## src/rtl/mflg_ram.sv

```systemverilog
// ----------------------------------------------------------------------------
// mflg_ram
// Generic single write port RAM with one registered read port.
// ----------------------------------------------------------------------------
`default_nettype none

module mflg_ram #(
  parameter int W = 8,
  parameter int D = 64
) (
  input  wire logic                 clk,
  input  wire logic                 we,
  input  wire logic [$clog2(D)-1:0] waddr,
  input  wire logic [W-1:0]         wdata,
  input  wire logic [$clog2(D)-1:0] raddr,
  output logic      [W-1:0]         rdata
);

  logic [W-1:0] mem [D];

  always_ff @(posedge clk) begin
    if (we) begin
      mem[waddr] <= wdata;
    end
    rdata <= mem[raddr];
  end

endmodule

`default_nettype wire

```

## config.mk

```make
export PLATFORM = sky130hd
export DESIGN_NAME = mflg_ram
export DESIGN_NICKNAME = d
export VERILOG_FILES = /design/src/rtl/mflg_ram.sv
export SDC_FILE = /design/constraint.sdc
export NUM_CORES = 1
export LEC_CHECK = 0
export BUFFER_PORTS_ARGS = -buffer_cell sky130_fd_sc_hd__buf_2
export CORE_ASPECT_RATIO = 1.25
export CORE_MARGIN = 2
export CORE_UTILIZATION = 50
export CTS_BUF_LIST = sky130_fd_sc_hd__clkbuf_16
export DETAILED_ROUTE_END_ITERATION = 10
export PLACE_DENSITY = 0.68
export SETUP_SLACK_MARGIN = 0.05
export SLEW_MARGIN = 0
export SYNTH_ARGS = -nofsm -noshare
export SYNTH_HDL_FRONTEND = slang
export SYNTH_SLANG_ARGS = --single-unit
```

## constraint.sdc

```tcl
create_clock -name clk -period 1.95 [get_ports clk]
set_input_delay 0.39 -clock clk [delete_from_list [all_inputs] [get_ports clk]]
set_output_delay 0.39 -clock clk [all_outputs]
set_load 0.02 [all_outputs]
```

==> flow_summary.yaml, run 1 <==
outcome:
  outcome: "completed"
grt:
  grt_usage_pct: 21.6
  grt_pass1_vias: 10200
  grt_max_degree: 65
  grt-ovfl-total: 0
  grt_pass1_wl_mm: 65.5
  antenna_found_initial: 2
critical_path:
  crit_start: "mem[25][4]$_DFFE_PP_"
  r2r-end: "rdata[4]$_DFF_P_"
  r2r_setup_slack_ns: 0.01
  r2r_cells: 6
  worstSetupPathType: "flop to flop"
  crit_required_ns: 2.38
  worstPathMaxFanout: 1
  critPathArrivalTime_ns: 2.38
  crit_path_end: "rdata[4]$_DFF_P_"
  end_kind: "flop"
  critPathLaunchType: "flop"
  worst_r2r_startpoint: "mem[25][4]$_DFFE_PP_"
clock_network:
  cts-root-buf: "clkbuf_16"
  hold_buffers: 0
  clock_path_buffers: 3
  insertion_delay_ns: 0.56
  post_cts_buffers: 0
  cts_tree: "done"
  cts_made_buffers: 46
  path_clk_slew_ns: 0.07
  cts.sinks: 520
  htree_levels: 2
logic_synthesis:
  synth.top_cell.area_share_pct: 76.2
  syn_area_um2: 20200
  syn-instance-count: 940
  yosysWarnings: 0
  synth_top_flop_cell: "edfxtp_1"
  synth_edf_count: 512
  synth_async_sr_flop_share_pct: 0
  synth_area_leaders: "edfxtp_1, mux4_2, nor2_1"
  yosysTopAreaCell: "edfxtp_1"
  syn_avg_cell_area_um2: 21.5
  ys_ff_latch: 520
  ys_types: 40
  synth.net_count: 962
  ys_seq_area_share_pct: 77.0
sta:
  slew_headroom_pct: 21.2
  period_minus_slack_ns: 1.94
  hold_viol: 0
  fmax_mhz: 515
  drv_slew: 0
  skew_ns: 0.0170
  tightest_slew_ns: 1.18
  post-route-period-util_pct: 99.5
  rsz0062_at_grt: "true"
  setup_violations: 0
placed_design:
  dpl.hpwl_mm: 28.9
  numPortBuffers: 29
  placed_cells: 1589
  gp_congestion: 0.833
drt:
  ant_nets: 0
  via_per_inst: 6.02
  drt_iter0_drc: 1081
  first_pass_iters: 7
  dr_total_vias: 10100
  drc: 0
  wl_mm: 44.0
  wl_per_cell_um: 26.3
final_layout:
  layout.nets: 1155
  nFillCells: 2801
  syn_to_final_growth_pct: 17.3
  seq_area_um2: 15500
  layout-drive-gt1-share_pct: 34.9
  final_util_pct: 59.3
  final_cells: 1673
  multiInputGateArea_um2: 4380
hold_path:
  hp-class: "primary input to flop"
pwr:
  pwr-share-clk_pct: 39.5
  p_switching_mw: 4.65
  comb_power_share_pct: 5.9
  p_int_mw: 18.1
  ir_drop_mv: 0.588
  powerDensity_nw_per_um2: 961
  share_seq_of_total_power_pct: 54.6
  swShare_pct: 20.4
  power_leakage_nw: 7.76
flow_run:
  max_cap_viol_count: 0
die:
  dieArea_um2: 42000
  coreArea_um2: 39900
  dieHeight_um: 229
  die-width_um: 184
  rows: 82
  initial_core_util_pct: 50.5
  ios: 30
-- flip-flops by register name (all words and copies together) (netlist names) --
name	flops
mem	512
rdata	8
-- critical path: stages (launching register included) --
cell      delay [ns]
edfxtp_1        0.40
mux4_2          0.45
mux2_4          0.28
o221a_4         0.28
nor3_4          0.18
buf_6           0.14
o32ai_2         0.09
-- worst min path at each step --
stage,start,endpoint,depth (start not counted)
3_3_place_gp,raddr[5],rdata[0]$_DFF_P_,3
2_1_floorplan,wdata[0],mem[0][0]$_DFFE_PP_,0
4_1_cts,raddr[5],rdata[3]$_DFF_P_,2
3_5_place_dp,raddr[5],rdata[3]$_DFF_P_,2
5_1_grt,raddr[5],rdata[3]$_DFF_P_,2
6_report,raddr[5],rdata[3]$_DFF_P_,2
-- synthesized netlist by cell type, drive strengths merged (2+ instances only) --
library cell	count
a2111oi	2
a211oi	4
a21oi	3
a221oi	6
a22oi	3
buf	34
clkbuf	17
dfxtp	8
edfxtp	512
mux2	13
mux2i	23
mux4	126
nand2	19
nand2b	7
nand3	13
nand3b	3
nand4	2
nor2	83
nor2b	14
nor3	7
nor4	2
o2111ai	3
o21a	2
o21ai	4
o221a	2
o221ai	8
o22ai	8
o2bb2ai	3
o32ai	2
o41ai	2
-- layer usage --
layer | vias to the layer above | share of wire [%] | track usage [%]
met2 | 401 | 51 | 35.9
met5 | - | 0 | 0
met1 | 5295 | 39 | 29.0
met4 | 0 | 2.5 | 6.40
met3 | 76 | 8.0 | 4.30
li1 | 4304 | - | -
-- power by group through the flow --
stage	Clock (mW)	Sequential, mW	Combinational [mW]
floorplan	0	12.7	0.670
CTS	9.13	12.4	1.34
global placement	0	12.6	1.30
detailed placement	0	12.6	1.32
global route	9.55	12.4	1.43
finish	8.98	12.4	1.34
-- cell families after synthesis --
| family | Yosys count | synth area share [%] |
|---|---|---|
| buffers and inverters | 51 | 1.57 |
| muxes | 162 | 15.9 |
| DFF | 520 | 77.0 |
| and+or+nand+nor | 153 | 3.39 |
| AOI/OAI and AO/OA | 54 | 2.07 |
-- placed cells by master (no fill, tap or decap), types with 13 or more instances in the layout --
master     netlist  routed
nand2_1         19      19
clkbuf_16        0      51
nor2b_1         14      14
mux4_2         126     126
nor2_1          83      83
edfxtp_1       512     512
buf_2           11      26
buf_4           13     153
buf_12           2      14
nand3_1         13      13
mux2i_1         23      21
-- timing repair --
action | 4_1_cts | 5_1_grt
endpoints found under the setup margin | 5 | 4
hold endpoints to repair | 0 | 0
gates resized for setup | 11 | 5
pin swaps | 2 | 0
gates cloned | 0 | 0
-- cell type report --
class,count,share of cell area (%)
timing repair buffer,196,6.79
multi-input combinational,369,18.5
sequential,520,65.7
clock buffer,50,5.29
antenna,2,0.0212
tap,504,2.67
clock inverter,32,1.06
-- stage by stage --
step / power (mW) / area, µm² / setup WS, ns / hold slack [ns] / TNS, ns
after global routing: 23.4 / 23700 / -0.00753 / 0.203 / -0.00753
after detailed placement: 14.0 / 22100 / -0.682 / 0.781 / -4.61
after CTS: 22.9 / 23600 / 0.0205 / 0.185 / 0
final: 22.7 / 23700 / 0.00966 / 0.220 / 0
after floorplan: 13.3 / 20200 / 0.0115 / 0.489 / 0
after global placement: 13.9 / 22100 / -0.642 / 0.774 / -4.49
(Power assumes the default switching activity.)
==> run 2, diff against run 1 <==
--- a/config.mk
+++ b/config.mk
@@ -7,11 +7,11 @@
 export LEC_CHECK = 0
 export BUFFER_PORTS_ARGS = -buffer_cell sky130_fd_sc_hd__buf_2
 export CORE_ASPECT_RATIO = 1.25
-export CORE_MARGIN = 2
+export CORE_MARGIN = 5
 export CORE_UTILIZATION = 50
 export CTS_BUF_LIST = sky130_fd_sc_hd__clkbuf_16
 export DETAILED_ROUTE_END_ITERATION = 10
-export PLACE_DENSITY = 0.68
+export PLACE_DENSITY = 0.74
 export SETUP_SLACK_MARGIN = 0.05
 export SLEW_MARGIN = 0
 export SYNTH_ARGS = -nofsm -noshare
==> run 2 against run 1 <==
Clock skew down 0.0026 ns. Global-route usage shrank 1.2 points. Non-clock buffer count decreased by 15. Critical path depth up 1. Power up 0.42%. Sequential power about the same. Sequential share of layout area is 0.23 points higher. Hold slack improved by 0.046 ns. Clock power increased by 1%. Die area grew 6.0%. Worst setup slack gained 0.043 ns. Via count increased by 0.34%. Critical path type is now primary input to flop.
==> flow_summary.yaml, run 2 (synthesis results as in run 1) <==
final_layout:
  layout-drive-gt1-share_pct: 34.6
  multiInputGateArea_um2: 4390
  seq_area_um2: 15500
  layout_commonest_cell: "edfxtp_1"
  syn_to_final_growth_pct: 16.9
  nFillCells: 2757
  final_util_pct: 58.9
  layout_common_cells: "edfxtp_1, buf_4, mux4_2, nor2_1, clkbuf_16"
  max_flop_register: "mem"
  top_regs: "mem (512), rdata (8)"
  largest_reg_flops: 512
  final_cells: 1663
  layout.nets: 1141
sta:
  hold_viol: 0
  tightest_slew_ns: 1.23
  rsz0062_at_grt: "true"
  setup_violations: 0
  slew_headroom_pct: 17.7
  period_minus_slack_ns: 1.90
  drv_slew: 0
  post-route-period-util_pct: 97.3
  skew_ns: 0.0144
  fmax_mhz: 527
  worst_slack_ns: 0.0531
drt:
  via_per_inst: 6.08
  wl_per_cell_um: 26.8
  first_pass_iters: 7
  ant_nets: 0
  wl_mm: 44.6
  dr_total_vias: 10100
  drt_iter0_drc: 1064
  drc: 0
flow_run:
  max_cap_viol_count: 0
critical_path:
  cp_slowest_stage_delay_ns: 0.60
  r2r_setup_slack_ns: 0.05
  timing.critical_path.slowest_stage_cell: "a2111oi_0"
  crit_path_frequent_cell: "buf_4"
  end_kind: "flop"
  cp_cell_sequence: "clkbuf_8 -> buf_12 -> buf_4 -> buf_4 -> mux4_2 -> a2111oi_0 -> o41ai_1"
  critPathArrivalTime_ns: 2.32
  worstPathMaxFanout: 12
  critPathLaunchType: "primary input"
  crit_required_ns: 2.38
  worst_r2r_startpoint: "mem[21][4]$_DFFE_PP_"
  worstSetupPathType: "primary input to flop"
  r2r_cells: 5
  crit_family: "compound AO/OA/AOI/OAI gates"
  r2r-end: "rdata[4]$_DFF_P_"
  critPathBufInv: 4
die:
  coreArea_um2: 40000
  dieArea_um2: 44500
  initial_core_util_pct: 50.4
  ios: 30
  rows: 82
  die-width_um: 190
  dieHeight_um: 235
grt:
  antenna_found_initial: 3
  grt_usage_pct: 20.4
  grt_max_degree: 65
  grt_pass1_vias: 10300
  grt_pass1_wl_mm: 66.7
  grt-ovfl-total: 0
clock_network:
  cts_made_buffers: 47
  cts_tree: "done"
  insertion_delay_ns: 0.55
  cts.sinks: 520
  post_cts_buffers: 0
  cts-root-buf: "clkbuf_16"
  htree_levels: 2
  clock_path_buffers: 3
  path_clk_slew_ns: 0.06
hold_path:
  hp-class: "primary input to flop"
  holdPathStages: 3
  holdPathEnd: "rdata[2]$_DFF_P_"
  hp-start: "raddr[5]"
placed_design:
  placed_cells: 1574
  numPortBuffers: 29
  dpl_worst_slack_ns: -0.563
  dpl.hpwl_mm: 28.5
  gp_congestion: 0.846
pwr:
  power_leakage_nw: 7.71
  ir_drop_mv: 0.625
  powerDensity_nw_per_um2: 968
outcome:
  outcome: "completed"
## run 2: final cells by class
| cell class | instances | share of cell area [%] |
|---|---|---|
| tap | 504 | 2.67 |
| antenna | 2 | 0.0212 |
| clock inverter | 38 | 1.32 |
| clock buffer | 49 | 5.20 |
| sequential | 520 | 65.9 |
| timing repair buffer | 181 | 6.26 |
| multi-input combinational | 369 | 18.6 |
## run 2: tightest hold or removal path: cells and delay by family
kind / cells / cell delay (ns)
and+or+nand+nor: 1 / 0.10
AOI/OAI and AO/OA: 1 / 0.06
buffers and inverters: 1 / 0.22
## run 2: where the power goes
group / internal (mW) / switching, mW
combinational: 0.556 / 0.756
sequential: 12.4 / 0.0363
clock: 5.22 / 3.89
total: 18.1 / 4.68
## run 2: stage by stage
step	total power, mW	area, µm²	setup TNS, ns	hold slack [ns]
2_1_floorplan	13.3	20200	0	0.489
3_3_place_gp	13.9	22000	-3.69	0.805
3_5_place_dp	13.9	22000	-3.78	0.818
4_1_cts	23.0	23500	0	0.222
5_1_grt	23.5	23600	0	0.256
6_report	22.8	23600	0	0.265
## run 2: worst max-delay path by stage
| stage | start | endpoint | cells past startpoint |
|---|---|---|---|
| after floorplan | raddr[0] | rdata[7]$_DFF_P_ | 7 |
| after global placement | raddr[0] | rdata[6]$_DFF_P_ | 7 |
| after detailed placement | raddr[0] | rdata[6]$_DFF_P_ | 7 |
| after CTS | mem[25][6]$_DFFE_PP_ | rdata[6]$_DFF_P_ | 5 |
| after global routing | mem[21][4]$_DFFE_PP_ | rdata[4]$_DFF_P_ | 5 |
| final | raddr[0] | rdata[3]$_DFF_P_ | 7 |
## run 2: timing repair
action | 4_1_cts | 5_1_grt
pin swaps | 0 | 1
setup endpoints to repair | 5 | 5
hold buffers | 0 | 0
gates resized for setup | 7 | 6
endpoints found under the hold margin | 0 | 0
## run 2: per-layer routing
metal | wire, µm | vias to the layer above | global-route usage (%)
met4 | 1610 | 4 | 7.46
met3 | 3200 | 100 | 3.29
li1 | - | 4278 | -
met5 | 21 | - | 0
met1 | 16800 | 5290 | 26.9
met2 | 23000 | 438 | 34.7
